<file path="src/design/three_subarray_delay_and_sum_beamformer_defines.svh">
// ---------------------------------------------------------------------------
// three_subarray_delay_and_sum_beamformer assertion macros
// concurrent checks, empty when SYNTHESIS is defined
// ---------------------------------------------------------------------------
`ifndef THREE_SUBARRAY_DELAY_AND_SUM_BEAMFORMER_DEFINES_SVH
`define THREE_SUBARRAY_DELAY_AND_SUM_BEAMFORMER_DEFINES_SVH
`ifndef SYNTHESIS
`define TSBF_ASSERT_IMP(lbl, clk, rst_n, ante, cons, msg) \
    lbl: assert property (@(posedge clk) disable iff (!rst_n) (ante) |-> (cons)) \
        else $error(msg);
`define TSBF_ASSERT_NXT(lbl, clk, rst_n, ante, cons, msg) \
    lbl: assert property (@(posedge clk) disable iff (!rst_n) (ante) |=> (cons)) \
        else $error(msg);
`else
`define TSBF_ASSERT_IMP(lbl, clk, rst_n, ante, cons, msg)
`define TSBF_ASSERT_NXT(lbl, clk, rst_n, ante, cons, msg)
`endif
`endif

</file>
<file path="src/design/tsbf_pkg.sv">
// ---------------------------------------------------------------------------
// tsbf_pkg
// shared types, constants and small decoders of the beamformer
// ---------------------------------------------------------------------------
`default_nettype none

package tsbf_pkg;

    localparam int NMICS   = 7;
    localparam int NBEAMS  = 3;
    localparam int NREGS   = 6;
    localparam int NREADS  = 9;
    localparam int XW      = 24;
    localparam int GAINW   = 16;
    localparam int PW      = XW + GAINW + 1;
    localparam int GW      = 26;
    localparam int OW      = 9;
    localparam int CFG_IW  = $clog2(NREGS);
    localparam int ACCW    = GW + 2;
    localparam int DIV3_SH = ACCW + 1;
    localparam int QDEPTH  = 4;
    localparam int QAW     = $clog2(QDEPTH);
    localparam int QCW     = $clog2(QDEPTH + 1);
    localparam int IN_TW   = NMICS * XW;
    localparam int OUT_TW  = ((NBEAMS * GW + 7) / 8) * 8;
    localparam int RND_SH  = 14;

    // register indexes
    localparam logic [CFG_IW-1:0] REG_A_MID = 3'd0;
    localparam logic [CFG_IW-1:0] REG_A_FAR = 3'd1;
    localparam logic [CFG_IW-1:0] REG_B_MID = 3'd2;
    localparam logic [CFG_IW-1:0] REG_B_FAR = 3'd3;
    localparam logic [CFG_IW-1:0] REG_C_MID = 3'd4;
    localparam logic [CFG_IW-1:0] REG_C_FAR = 3'd5;

    // position of a microphone inside its beam
    localparam logic [1:0] POS_FIRST = 2'd0;
    localparam logic [1:0] POS_MID   = 2'd1;
    localparam logic [1:0] POS_FAR   = 2'd2;

    // bias that makes the beam sum non-negative, plus one for rounding
    localparam logic [ACCW-1:0] ACC_BIAS = ACCW'(3 * (2 ** (GW - 1)) + 1);
    localparam logic signed [PW-1:0] RND_HALF = PW'(2 ** (RND_SH - 1));
    // reciprocal of three rounded up, exact floor for any biased sum
    localparam logic [ACCW-1:0] DIV3_MUL = ACCW'((2 ** DIV3_SH + 2) / 3);

    typedef logic [NMICS-1:0][GW-1:0]  t_row;
    typedef logic [NMICS-1:0][XW-1:0]  t_samples;
    typedef logic [NBEAMS-1:0][GW-1:0] t_beams;
    typedef logic [NREGS-1:0][OW-1:0]  t_cfg;

    typedef struct packed {
        logic full;
        logic empty;
    } t_qstat;

    // c_far -11, c_mid -6, b_far -26, b_mid -13, a_far -78, a_mid -39
    localparam t_cfg CFG_RESET = {9'h1F5, 9'h1FA, 9'h1E6, 9'h1F3, 9'h1B2, 9'h1D9};

    function automatic logic [GAINW-1:0] mic_gain(input logic [2:0] mic);
        logic [GAINW-1:0] g;
        unique case (mic)
            3'd0:    g = 16'd46527;
            3'd1:    g = 16'd20380;
            3'd2:    g = 16'd16384;
            3'd3:    g = 16'd29362;
            3'd4:    g = 16'd40087;
            3'd5:    g = 16'd20768;
            3'd6:    g = 16'd23065;
            default: g = '0;
        endcase
        return g;
    endfunction

    function automatic logic [2:0] read_mic(input logic [3:0] k);
        logic [2:0] m;
        unique case (k)
            4'd0:    m = 3'd0;
            4'd1:    m = 3'd3;
            4'd2:    m = 3'd6;
            4'd3:    m = 3'd1;
            4'd4:    m = 3'd3;
            4'd5:    m = 3'd5;
            4'd6:    m = 3'd2;
            4'd7:    m = 3'd3;
            4'd8:    m = 3'd4;
            default: m = 3'd0;
        endcase
        return m;
    endfunction

    function automatic logic [1:0] read_beam(input logic [3:0] k);
        logic [1:0] b;
        unique case (k)
            4'd0, 4'd1, 4'd2: b = 2'd0;
            4'd3, 4'd4, 4'd5: b = 2'd1;
            default:          b = 2'd2;
        endcase
        return b;
    endfunction

    function automatic logic [1:0] read_pos(input logic [3:0] k);
        logic [1:0] p;
        unique case (k)
            4'd0, 4'd3, 4'd6: p = POS_FIRST;
            4'd1, 4'd4, 4'd7: p = POS_MID;
            default:          p = POS_FAR;
        endcase
        return p;
    endfunction

endpackage

`default_nettype wire

</file>
<file path="src/design/tsbf_queue.sv">
// ---------------------------------------------------------------------------
// tsbf_queue
// short fifo of gained rows between front and back
// ---------------------------------------------------------------------------
`default_nettype none

module tsbf_queue import tsbf_pkg::*; (
    input  logic   i_clk,
    input  logic   i_rst_n,
    input  logic   i_push,
    input  t_row   i_row,
    input  logic   i_pop,
    output t_row   o_row,
    output t_qstat o_qstat
);

    t_row            r_mem [QDEPTH];
    logic [QAW-1:0]  r_wp;
    logic [QAW-1:0]  r_rp;
    logic [QCW-1:0]  r_cnt;

    always_ff @(posedge i_clk) begin
        if (!i_rst_n) begin
            r_wp  <= '0;
            r_rp  <= '0;
            r_cnt <= '0;
        end else begin
            if (i_push) begin
                r_wp <= r_wp + 1'b1;
            end
            if (i_pop) begin
                r_rp <= r_rp + 1'b1;
            end
            if (i_push && !i_pop) begin
                r_cnt <= r_cnt + 1'b1;
            end else if (!i_push && i_pop) begin
                r_cnt <= r_cnt - 1'b1;
            end
        end
    end

    always_ff @(posedge i_clk) begin
        if (i_push) begin
            r_mem[r_wp] <= i_row;
        end
    end

    assign o_row         = r_mem[r_rp];
    assign o_qstat.full  = (r_cnt == QCW'(QDEPTH));
    assign o_qstat.empty = (r_cnt == '0);

endmodule

`default_nettype wire

</file>
<file path="config.mk">
export PLATFORM = sky130hd
export DESIGN_NAME = tsbf_queue
export DESIGN_NICKNAME = d
export VERILOG_FILES = /design/src/design/three_subarray_delay_and_sum_beamformer_defines.svh /design/src/design/tsbf_pkg.sv /design/src/design/tsbf_queue.sv
export SDC_FILE = /design/constraint.sdc
export NUM_CORES = 1
export LEC_CHECK = 0
export BUFFER_PORTS_ARGS = -buffer_cell sky130_fd_sc_hd__buf_4
export CAP_MARGIN = 10
export CORE_MARGIN = 2
export CORE_UTILIZATION = 45
export CTS_CLUSTER_DIAMETER = 150
export DETAILED_ROUTE_END_ITERATION = 8
export PLACE_DENSITY = 0.63
export RECOVER_POWER = 100
export SLEW_MARGIN = 15
export SYNTH_ARGS = -nofsm -noshare
export SYNTH_HDL_FRONTEND = slang
export SYNTH_SLANG_ARGS = --single-unit
</file>
<file path="constraint.sdc">
create_clock -name i_clk -period 7.4 [get_ports i_clk]
set_input_delay 0.74 -clock i_clk [delete_from_list [all_inputs] [get_ports i_clk]]
set_output_delay 0.74 -clock i_clk [all_outputs]
set_load 0.005 [all_outputs]
</file>
; Word-level counts from Yosys, hierarchy flattened
; Memories as Yosys holds them, arrays and structs flattened. A register that Yosys moved wholly into a read port is not among the register bits.
; Cells that the tools add are included.
[classes]
shifts = 0
reduce_logical = 6
muxes = 6
addsub = 4
n_div = 0
order_cmp = 0
eq_ne = 1
bitwise = 0
n_mul = 0
[op_table]
columns = operator, n
row1 = 3-bit two-way mux, 2
row2 = 2-bit by 1-bit adder with 2-bit output (second input constant), 2
row3 = 2-bit two-way mux, 2
row4 = 3-bit by 1-bit adder with 3-bit output (second input constant), 1
row5 = 3-bit == test (second input constant), 1
row6 = 3-bit logical NOT, 1
row7 = 3-bit by 1-bit subtractor with 3-bit output (second input constant), 1
row8 = 1-bit logical AND, 2
row9 = 1-bit logical NOT, 2
row10 = 1-bit two-way mux, 2
row11 = 2-bit nonzero test, 1
[word_totals]
latchBits = 0
ff_bits = 7
memories = 1
ram_bits = 728
mem_bits_ro = 0
output_inout_bits = 184
[mem_list]
columns = name, words, width, read_ports, rd_clocked_by_memory_dff, write_ports, line
row1 = r_mem, 4, 182, 1, 1, 1, tsbf_queue.sv:17  ; t_row r_mem [QDEPTH];

; Longest topological paths before layout
[logic_depth]
word_depth = 4
ltp_mapped = 7

; Worst setup path after synthesis
; No wires, ideal clock.
[synth_path]
kind = input-to-reg
startpoint = in i_push
endpoint = mem r_mem[0][0] (netlist bit) (enable)
path_slack_ns = 1.960
stages = 1
arrival_time_ns = 4.876
path_cell_list = and2_1
[synth_via]
elab_chain_cells = 2
[synth_rtl]
columns = item, line
row1 = start: declaration, tsbf_queue.sv:10  ; input logic i_push,
row2 = 1-bit two-way mux, tsbf_queue.sv:43  ; if (i_push) begin
row3 = 1-bit two-way mux (implied by the code), tsbf_queue.sv:44  ; r_mem[r_wp] <= i_row;
row4 = end: declaration, tsbf_queue.sv:17
; Every way passes these cells.

==> impl_metrics.yaml <==
routing:
  vias: 11800
  drt_iter0_drc: 602
  drc: 0
  viasPerCell: 5.24
  drtPass1Iterations: 5
  wl_per_cell_um: 22.9
  routed_wl_mm: 51.4
  ant_nets: 0
critical_path:
  end_kind: "primary output"
  worstPathMaxFanout: 55
  path_class: "register to primary output"
  crit_required_ns: 6.66
  r2r_cells: 4
  cp.arrival_ns: 4.84
  rr_startpoint: "r_wp[0]"
  reg2reg_slack_ns: 2.24
  r2r_end: "r_mem[0][135]"
  cp-start-kind: "register"
power:
  power.internal_mw: 7.20
  power.total_mw: 9.14
  leakage_nw: 9.77
  p_sw_frac: 0.212
  p_clk_frac: 0.381
  netSwitchingPower_mw: 1.94
  power.density_nw_per_um2: 290
  power_frac_comb: 0.085
  p_seq_frac: 0.533
  ir_drop_uv: 199
floorplan:
  ios: 370
  std_cell_rows: 89
  core_area_um2: 58900
  die_h_um: 248
  die_area_um2: 61400
  initial_core_util: 0.454
  fp.dieW_um: 248
timing:
  whs_ns: 0.386
  fin_tns_setup_ns: 0
  setup_viol: 0
  drv_slew: 489
  hold_viol_final: 0
  tightest_slew_ns: 3.54
  max_freq_ghz: 0.179
  relSlewSlack: -1.36
  fin_crit_sh: 0.755
  clock_skew_ns: 0.0237
  rsz0062_at_grt: "false"
  period_needed_ns: 5.58
global_routing:
  grt_pass1_vias: 12300
  grt_max_degree: 109
  overflow: 0
  antenna_found_initial: 9
  grt_use_total: 0.167
  grt_pass1_wl_mm: 75.5
cts:
  tritoncts: "yes"
  path_clk_slew_ns: 0.06
  postCtsResizedCells: 0
  cts_buffers: 75
  clock_sinks: 737
  worstSkewPairLatency_ns: 0.60
  ctsHoldBuffers: 0
  htreeDepth: 3
  cts_root_buf: "clkbuf_16"
  clock_path_buffers: 3
  cts_setup_buffers: 0
synth:
  syn_area_per_cell_um2: 26.9
  ys_seq_elements: 737
  synth_top_area_frac: 0.818
  yosysSeqAreaShare: 0.825
  syn_area_um2: 26700
  yosys_warnings: 0
  synthCells: 993
  yosysTopAreaCell: "edfxtp_1"
  syn_nets: 1185
  yosys-top-cells-area: "edfxtp_1 (82%), mux4_2 (15%), buf_6 (0.84%), dfxtp_1 (0.67%), buf_2 (0.24%)"
  yosysUniqueCellTypes: 21
placed_design:
  io_buffers: 369
  place_congestion: 0.715
  dp_hpwl_mm: 30.5
  place_area_um2: 30300
finish:
  stdcell_area_um2: 31500
  final_nets: 1604
  multi_input_comb_area_um2: 4350
  fill_cells: 4655
  utilization: 0.535
  layout.area.seq_um2: 22000
  area_growth_pct: 17.9
  layout-drive-gt1-share: 0.250
outcome:
  status: "finished with violations"
  failed_checks: "capacitance limit, slew limit"
min_path:
  hold_end: "r_mem[1][122]"
  min_path_type: "input pin to register"
  hold_path.startpoint: "i_row[122]"
  worstHoldPathCells: 1
flow_run:
  drv_cap: 10
[cell type report]
type / instances / share of cell area
Clock buffer: 97 / 0.0635
Tap cell: 773 / 0.0307
Antenna cell: 5 / 0.000397
Sequential cell: 737 / 0.700
Clock inverter: 34 / 0.00870
Multi-Input combinational cell: 212 / 0.138
Timing Repair Buffer: 382 / 0.0585
Inverter: 4 / 0.000477
[layout by cell type (no fill, tap or decap), types with 3 or more instances in the layout]
| master | Yosys | routed |
|---|---|---|
| and2_0 | 0 | 8 |
| buf_12 | 0 | 6 |
| buf_4 | 1 | 9 |
| bufinv_16 | 0 | 3 |
| clkbuf_1 | 6 | 315 |
| clkbuf_16 | 0 | 77 |
| clkbuf_2 | 0 | 5 |
| clkbuf_4 | 0 | 66 |
| clkinv_1 | 0 | 15 |
| clkinv_2 | 0 | 11 |
| clkinv_8 | 0 | 4 |
| dfxtp_1 | 9 | 8 |
| diode_2 | 0 | 5 |
| edfxtp_1 | 728 | 728 |
| ha_1 | 5 | 5 |
| inv_1 | 4 | 4 |
| mux4_2 | 182 | 182 |
| xor2_1 | 3 | 3 |
[sequential cells by signal, indices dropped and copies added (netlist names), named ones only]
name and flops:
r_mem 728, r_cnt 3, r_rp 2, r_wp 2
[worst max-delay path: stages (launching register included)]
cell and delay [ns]:
dfxtp_1 2.00, clkbuf_2 1.47, mux4_2 0.44, clkbuf_1 0.20
[power groups by stage]
stage               combinational, mW  sequential, mW  clock (mW)
global route                    0.852            4.89        3.75
CTS                             0.924            4.87        3.58
detailed placement              0.921            4.96           0
finish                          0.780            4.87        3.48
global placement                0.913            4.95           0
floorplan                       0.459            4.95           0
[metrics by stage]
step	setup WS (ns)	std cells
finish	1.82	2244
global route	1.46	2241
CTS	3.21	2238
detailed placement	3.87	2107
global placement	3.88	2107
floorplan	1.96	993
[synth_stat cells]
cell type and n:
nand2_1 1, buf_6 20, dfxtp_1 9, mux4_2 182, edfxtp_1 728, mux2i_1 2, buf_2 13, xnor2_1 2
ha_1 5, or3_1 1, xor2_1 3, fa_1 1, nor3b_1 1, o21ai_0 1, a21boi_0 1, clkbuf_1 6
inv_1 4, buf_4 1, nor2b_1 2, nor3_1 1, and2_1 9
[cells by family after synthesis]
family                   synth area share
buffers and inverters              0.0125
flip-flops                          0.825
multiplexers                        0.154
AND/OR/NAND/NOR                   0.00342
AO/OA/AOI/OAI                    0.000468
adder cells (fa/ha/maj)           0.00309
XOR/XNOR                          0.00164
[worst max-delay path by stage]
| stage | start | endpoint | cells past startpoint |
|---|---|---|---|
| final | register | o_row[152] | 3 |
| after detailed placement | register | o_row[57] | 3 |
| after CTS | register | o_row[57] | 3 |
| after global routing | register | o_row[33] | 3 |
| after floorplan | i_push | r_mem[0][0] | 1 |
| after global placement | register | o_row[125] | 3 |
[metal layers]
metal  track usage  share of wire
met1         0.215           0.39
met2         0.264           0.50
met4        0.0608          0.023
met3        0.0572          0.085
met5             0         0.0014
Note: power is estimated with default switching activity, not from simulation.
