===== config.mk =====
export PLATFORM = sky130hd
export DESIGN_NAME = tsbf_front
export DESIGN_NICKNAME = d
export VERILOG_FILES = /design/src/design/three_subarray_delay_and_sum_beamformer_defines.svh /design/src/design/tsbf_pkg.sv /design/src/design/tsbf_front.sv
export SDC_FILE = /design/constraint.sdc
export NUM_CORES = 2
export LEC_CHECK = 0
export ABC_CLOCK_PERIOD_IN_PS = 24200
export BUFFER_PORTS_ARGS = -buffer_cell sky130_fd_sc_hd__clkbuf_2
export CAP_MARGIN = 15
export CORE_ASPECT_RATIO = 2
export CORE_MARGIN = 8
export CORE_UTILIZATION = 55
export CTS_BUF_LIST = sky130_fd_sc_hd__clkbuf_4
export DETAILED_ROUTE_END_ITERATION = 6
export MAX_ROUTING_LAYER = met4
export PLACE_DENSITY = 0.74
export SYNTH_ARGS = -nofsm -noshare
export SYNTH_HDL_FRONTEND = slang
export SYNTH_SLANG_ARGS = --single-unit

===== constraint.sdc =====
create_clock -name i_clk -period 24.2 [get_ports i_clk]
set_clock_uncertainty 0.1 [all_clocks]
set_input_delay 4.84 -clock i_clk [delete_from_list [all_inputs] [get_ports i_clk]]
set_output_delay 4.84 -clock i_clk [all_outputs]
set_load 0.02 [all_outputs]

===== src/design/three_subarray_delay_and_sum_beamformer_defines.svh =====
// ---------------------------------------------------------------------------
// three_subarray_delay_and_sum_beamformer assertion macros
// concurrent checks, empty when SYNTHESIS is defined
// ---------------------------------------------------------------------------
`ifndef THREE_SUBARRAY_DELAY_AND_SUM_BEAMFORMER_DEFINES_SVH
`define THREE_SUBARRAY_DELAY_AND_SUM_BEAMFORMER_DEFINES_SVH
`ifndef SYNTHESIS
`define TSBF_ASSERT_IMP(lbl, clk, rst_n, ante, cons, msg) \
    lbl: assert property (@(posedge clk) disable iff (!rst_n) (ante) |-> (cons)) \
        else $error(msg);
`define TSBF_ASSERT_NXT(lbl, clk, rst_n, ante, cons, msg) \
    lbl: assert property (@(posedge clk) disable iff (!rst_n) (ante) |=> (cons)) \
        else $error(msg);
`else
`define TSBF_ASSERT_IMP(lbl, clk, rst_n, ante, cons, msg)
`define TSBF_ASSERT_NXT(lbl, clk, rst_n, ante, cons, msg)
`endif
`endif


===== src/design/tsbf_pkg.sv =====
// ---------------------------------------------------------------------------
// tsbf_pkg
// shared types, constants and small decoders of the beamformer
// ---------------------------------------------------------------------------
`default_nettype none

package tsbf_pkg;

    localparam int NMICS   = 7;
    localparam int NBEAMS  = 3;
    localparam int NREGS   = 6;
    localparam int NREADS  = 9;
    localparam int XW      = 24;
    localparam int GAINW   = 16;
    localparam int PW      = XW + GAINW + 1;
    localparam int GW      = 26;
    localparam int OW      = 9;
    localparam int CFG_IW  = $clog2(NREGS);
    localparam int ACCW    = GW + 2;
    localparam int DIV3_SH = ACCW + 1;
    localparam int QDEPTH  = 4;
    localparam int QAW     = $clog2(QDEPTH);
    localparam int QCW     = $clog2(QDEPTH + 1);
    localparam int IN_TW   = NMICS * XW;
    localparam int OUT_TW  = ((NBEAMS * GW + 7) / 8) * 8;
    localparam int RND_SH  = 14;

    // register indexes
    localparam logic [CFG_IW-1:0] REG_A_MID = 3'd0;
    localparam logic [CFG_IW-1:0] REG_A_FAR = 3'd1;
    localparam logic [CFG_IW-1:0] REG_B_MID = 3'd2;
    localparam logic [CFG_IW-1:0] REG_B_FAR = 3'd3;
    localparam logic [CFG_IW-1:0] REG_C_MID = 3'd4;
    localparam logic [CFG_IW-1:0] REG_C_FAR = 3'd5;

    // position of a microphone inside its beam
    localparam logic [1:0] POS_FIRST = 2'd0;
    localparam logic [1:0] POS_MID   = 2'd1;
    localparam logic [1:0] POS_FAR   = 2'd2;

    // bias that makes the beam sum non-negative, plus one for rounding
    localparam logic [ACCW-1:0] ACC_BIAS = ACCW'(3 * (2 ** (GW - 1)) + 1);
    localparam logic signed [PW-1:0] RND_HALF = PW'(2 ** (RND_SH - 1));
    // reciprocal of three rounded up, exact floor for any biased sum
    localparam logic [ACCW-1:0] DIV3_MUL = ACCW'((2 ** DIV3_SH + 2) / 3);

    typedef logic [NMICS-1:0][GW-1:0]  t_row;
    typedef logic [NMICS-1:0][XW-1:0]  t_samples;
    typedef logic [NBEAMS-1:0][GW-1:0] t_beams;
    typedef logic [NREGS-1:0][OW-1:0]  t_cfg;

    typedef struct packed {
        logic full;
        logic empty;
    } t_qstat;

    // c_far -11, c_mid -6, b_far -26, b_mid -13, a_far -78, a_mid -39
    localparam t_cfg CFG_RESET = {9'h1F5, 9'h1FA, 9'h1E6, 9'h1F3, 9'h1B2, 9'h1D9};

    function automatic logic [GAINW-1:0] mic_gain(input logic [2:0] mic);
        logic [GAINW-1:0] g;
        unique case (mic)
            3'd0:    g = 16'd46527;
            3'd1:    g = 16'd20380;
            3'd2:    g = 16'd16384;
            3'd3:    g = 16'd29362;
            3'd4:    g = 16'd40087;
            3'd5:    g = 16'd20768;
            3'd6:    g = 16'd23065;
            default: g = '0;
        endcase
        return g;
    endfunction

    function automatic logic [2:0] read_mic(input logic [3:0] k);
        logic [2:0] m;
        unique case (k)
            4'd0:    m = 3'd0;
            4'd1:    m = 3'd3;
            4'd2:    m = 3'd6;
            4'd3:    m = 3'd1;
            4'd4:    m = 3'd3;
            4'd5:    m = 3'd5;
            4'd6:    m = 3'd2;
            4'd7:    m = 3'd3;
            4'd8:    m = 3'd4;
            default: m = 3'd0;
        endcase
        return m;
    endfunction

    function automatic logic [1:0] read_beam(input logic [3:0] k);
        logic [1:0] b;
        unique case (k)
            4'd0, 4'd1, 4'd2: b = 2'd0;
            4'd3, 4'd4, 4'd5: b = 2'd1;
            default:          b = 2'd2;
        endcase
        return b;
    endfunction

    function automatic logic [1:0] read_pos(input logic [3:0] k);
        logic [1:0] p;
        unique case (k)
            4'd0, 4'd3, 4'd6: p = POS_FIRST;
            4'd1, 4'd4, 4'd7: p = POS_MID;
            default:          p = POS_FAR;
        endcase
        return p;
    endfunction

endpackage

`default_nettype wire


===== src/design/tsbf_front.sv =====
// ---------------------------------------------------------------------------
// tsbf_front
// input word register and per-microphone gain with rounding
// ---------------------------------------------------------------------------
`default_nettype none

module tsbf_front import tsbf_pkg::*; (
    input  logic             i_clk,
    input  logic             i_rst_n,
    input  logic             i_s_tvalid,
    output logic             o_s_tready,
    input  logic [IN_TW-1:0] i_s_tdata,
    input  t_qstat           i_qstat,
    output logic             o_push,
    output t_row             o_row
);

    logic                  r_valid;
    t_samples              r_x;
    logic                  w_accept;
    logic signed [PW-1:0]  w_prod [NMICS];
    logic signed [PW-1:0]  w_rnd  [NMICS];

    assign o_push     = r_valid && !i_qstat.full;
    assign o_s_tready = !r_valid || !i_qstat.full;
    assign w_accept   = i_s_tvalid && o_s_tready;

    always_ff @(posedge i_clk) begin
        if (!i_rst_n) begin
            r_valid <= 1'b0;
        end else if (w_accept) begin
            r_valid <= 1'b1;
        end else if (o_push) begin
            r_valid <= 1'b0;
        end
    end

    always_ff @(posedge i_clk) begin
        if (w_accept) begin
            r_x <= t_samples'(i_s_tdata);
        end
    end

    // round half up, then drop the q14 fraction
    always_comb begin
        for (int m = 0; m < NMICS; m++) begin
            w_prod[m] = $signed(r_x[m]) * $signed({1'b0, mic_gain(3'(m))});
            w_rnd[m]  = w_prod[m] + RND_HALF;
            o_row[m]  = w_rnd[m][RND_SH+GW-1:RND_SH];
        end
    end

endmodule

`default_nettype wire


Yosys cells after proc, flatten, opt, wreduce, memory -nomap -nowiden

Index checks and enable logic that the tools add are counted.

Input bits: 173
Flip-flop bits (word level): 169
Output and inout port bits: 184
Word-level logic and storage cells: 29

Reduce and logical (&&, ||, !) cells: 6
Add/sub/neg operators: 7
$mul: 6
Multiplexer cells: 2

Operator list:

| kind                                                                  | number |
|---|---|
| 40-bit by 15-bit adder with 40-bit output, second input constant      | 6 |
| 24-bit by 17-bit multiplier with 40-bit output, second input constant | 2 |
| 24-bit by 16-bit multiplier with 40-bit output, second input constant | 1 |
| 38-bit by 15-bit adder with 39-bit output, second input constant      | 1 |
| 24-bit by 15-bit multiplier with 39-bit output, second input constant | 1 |
| 24-bit by 14-bit multiplier with 38-bit output, second input constant | 1 |
| 24-bit by 11-bit multiplier with 35-bit output, second input constant | 1 |
| 1-bit logical AND                                                     | 2 |
| 1-bit zero test                                                       | 2 |
| 1-bit 2-to-1 mux                                                      | 2 |
| 2-bit nonzero test                                                    | 1 |
| 1-bit logical OR                                                      | 1 |

Longest topological paths before layout

Word-level depth: 4
Gate-level depth with buffers: 26
Gate-level depth less buffers: 26

Worst setup path after synthesis

Ideal clock, no wire load.

Kind: register to output
Start point: register r_x[47] (netlist name)
End point: output port o_row[51] (netlist name)
Cell stages (with the launch flop): 23
Data required time: 19260 ps
Setup slack: 12152 ps
Buffers on the path: 1
Arrival: 7108 ps
Cell sequence: edfxtp_1 -> ha_1 -> xor2_1 -> fa_1 -> inv_1 -> fa_1 -> fa_1 -> fa_1 -> inv_1 -> fa_1 -> inv_1 -> ha_1 -> clkbuf_1 -> nand2_1 -> o21a_1 -> o21ai_0 -> a31o_2 -> or4_1 -> a211oi_1 -> o21a_1 -> a41oi_1 -> a41o_1 -> a221oi_1

RTL lines:

| element                  | line             | RTL |
|---|---|---|
| start: declaration       | tsbf_front.sv:19 | `t_samples r_x;` |
| start signal: assignment | tsbf_front.sv:40 | `r_x <= t_samples'(i_s_tdata);` |
| end: declaration         | tsbf_front.sv:15 | `output t_row o_row` |

==> results.md <==
* Outcome: complete, no violations
* Area share of the largest cell type after synthesis at 35.8%
* Unique cell type count in the Yosys netlist at 87
* WL/cell at 19.3 µm
* Critical path arrival at around 8700 ps
* Crit path capture type: output port
* Layout cell share with drive strength beyond 1 at 8.72%
* R2r worst-path depth at 3
* Synth warn at 0
* Initial DRC Count at around 1,300
* Htree depth at 4
* Hpwl dp at approximately 110,000 µm
* Total track usage at 25.9%
* Setup bufs post-CTS at 0
* Pin count of the biggest net entering global routing at 70
* CTS Buf Count at 17
* Top-count cell post-synth: inv_1
* Clock root buffer: clkbuf_4
* Slew Viols, Final at 0
* Number of synthesized flops with an enable pin at about 170
* Final cycle utilization of the critical path at 56.2%
* Hold Crit Depth at 2
* Die span in x at 222 µm
* Std-Cell Core Area at 84,500 µm²
* Fin crit period at roughly 14,000 ps
* GRT Residual Overflow at 0
* Cell Area, Synth at between 40,000 and 50,000 µm²
* I/O Buffers at between 300 and 400
* Die area at about 95,000 µm²
* Cell breakdown of the critical path: fa_1 > fa_1 > inv_1 > fa_1 > inv_1 > fa_1 > fa_1 > inv_1 > fa_1 > inv_1 > ha_1 > a21oi_1 > o21ai_0 > o32ai_1 > a21oi_1 > a21oi_1 > o21ai_0 > nand4bb_1 > a2111oi_2 > a41oi_1 > a41o_1 > a221oi_1 > clkbuf_2
* Initial antenna violation count at 10
* Nets at roughly 7,000
* WHS Endpoint: r_valid
* Synth cell count leaders: inv_1, ha_1, fa_1
* DRC at 0
* Vias in the first global route at roughly 36,000
* Resize count post-CTS at 0
* Post-synth ARST share at 0%
* Seq/Total Area, Yosys at between 10% and 20%
* Setup TNS at 0 ps
* Most used cell, CP: fa_1
* Starting density of the core at ~55%
* Row count at roughly 150
* Drt total wl at approximately 120,000 µm
* TritonCTS clock tree: done
* #FFs+latches synth at 169
* Worst setup SP type: flip-flop
* Finish-stage setup viols at 0
* Worst Path Required at roughly 19,000 ps
* Vias per std cell at 5.39
* WS Path Type: reg -> out
* Fin. Hold Viols at 0
* Max_slew headroom at about a third
* Max Cap Violations at 0
* Worst path bufs/invs at 5
* Top post-synthesis cells by area: fa_1, ha_1, inv_1, edfxtp_1, xnor2_1
* Hold WC Path Type: reg -> reg
* Placed Cells at roughly 6,000
* Worst-path maximum fanout at 9
* Worst-Margin Slew at approximately 1000 ps
* Die Height at around 430 µm
* RSZ-0062 raised after global routing: no
* Hold path start: r_valid
* Worst R2R End: r_x[44]
* Top delay family on crit path: adder cells
* Max stage delay on crit path at about 720 ps
* Final Wtd Congestion at 0.965
* CTS sink count at approximately 170
* First-pass GRT wire length at between 150,000 and 200,000 µm
* Post-Synthesis Net Count at between 6,000 and 7,000
* Pre-antenna DRT Iters at 7
* IO Pins at between 300 and 400
* Reg clk slew, reported paths at 180 ps
* Reg2Reg Setup Slack at between 20,000 and 25,000 ps
* Area leader, netlist: fa_1
* Cells after Synth at between 4,000 and 5,000
* Worst Setup SP: r_x[31]
* Post-route insts no fill at between 6,000 and 7,000
* Area Overhead vs Synth at 6.79%
* Critical-path top delay cell: edfxtp_1
* Highest Clock Rate at 73.5 MHz
* Clk_lat worst skew at ~820 ps
* Reg2Reg Launch Point: r_valid
* Cts hold-fix bufs at 0
* Vias after detailed routing at approximately 33,000
* CTS Buffer Depth at 2
* Mean Syn Cell Area at approximately 10 µm²
* ANT nets after route at 0
* Most frequently used flop master after synthesis: edfxtp_1
==> layout make-up <==
class,instances,area (µm²)
diodes,14,35.0
clock buffers,17,128
clock inverters,15,183
fillers,7241,34500
inverters,1435,5390
multi-input cells,3004,36000
flip-flops and latches,169,5060
well taps,1071,1340
repair buffers,362,1830
==> sequential cells by signal (all words and copies together) (netlist names) <==
signal and count:
r_x 168, r_valid 1
==> how the worst max path moves through the flow <==
| stage | endpoint | cells past startpoint |
|---|---|---|
| floorplan | o_row[51] | 22 |
| global placement | o_row[51] | 23 |
| detailed placement | o_row[51] | 23 |
| CTS | o_row[51] | 23 |
| global route | o_row[51] | 23 |
| finish | o_row[51] | 23 |
==> per-stage QoR <==
stage | util (%) | setup WS, ps | hold slack, ps | area, µm²
4_1_cts | 59.1 | 10500 | 505 | 50000
3_3_place_gp | 58.8 | 11590 | 419 | 49600
3_5_place_dp | 58.8 | 11520 | 463 | 49600
5_1_grt | 59.2 | 10100 | 508 | 50000
6_report | 59.2 | 10590 | 499 | 50000
2_1_floorplan | - | 12150 | 387 | 46800
==> metal layers <==
layer	vias to the layer above	GRT usage [%]	part of all wire, %
met4	0	14.1	5.9
met1	16400	24.2	33
met3	305	4.22	4.4
met5	-	-	0
li1	15200	-	-
met2	864	49.5	56
==> kinds of logic (layout without fill, tap and decap cells) <==
logic type | Yosys count | count (layout) | share of synthesized area (%)
DFF | 169 | 169 | 10.8
buffers and inverters | 1491 | 1829 | 12.2
other | 0 | 14 | 0
xor gates and xnor gates | 242 | 242 | 4.53
muxes | 21 | 21 | 0.462
and+or+nand+nor | 582 | 582 | 6.41
AOI/OAI and AO/OA | 452 | 452 | 6.49
adders and majority gates | 1707 | 1707 | 59.1
==> worst min-delay path: cells and delay by family, from the launching register on <==
kind	cells	cell delay [ps]
AO/OA/AOI/OAI	1	150
flip-flops	1	360
AND/OR/NAND/NOR	1	70
==> placed cells by master, fill, tap and decap left out, types with 34 or more instances in the layout <==
cell type / synthesis / routed
a21o_1: 50 / 50
a21oi_1: 128 / 128
clkbuf_2: 1 / 355
edfxtp_1: 168 / 168
fa_1: 837 / 837
ha_1: 870 / 870
inv_1: 1435 / 1435
nand2_1: 124 / 124
nand3_1: 34 / 34
nor2_1: 157 / 157
nor3_1: 47 / 47
o21a_1: 38 / 38
o21ai_0: 72 / 72
xnor2_1: 151 / 151
xor2_1: 91 / 91
Power is not shown: default switching activity piles up to over one toggle a cycle in this logic, so the estimate is an artifact.
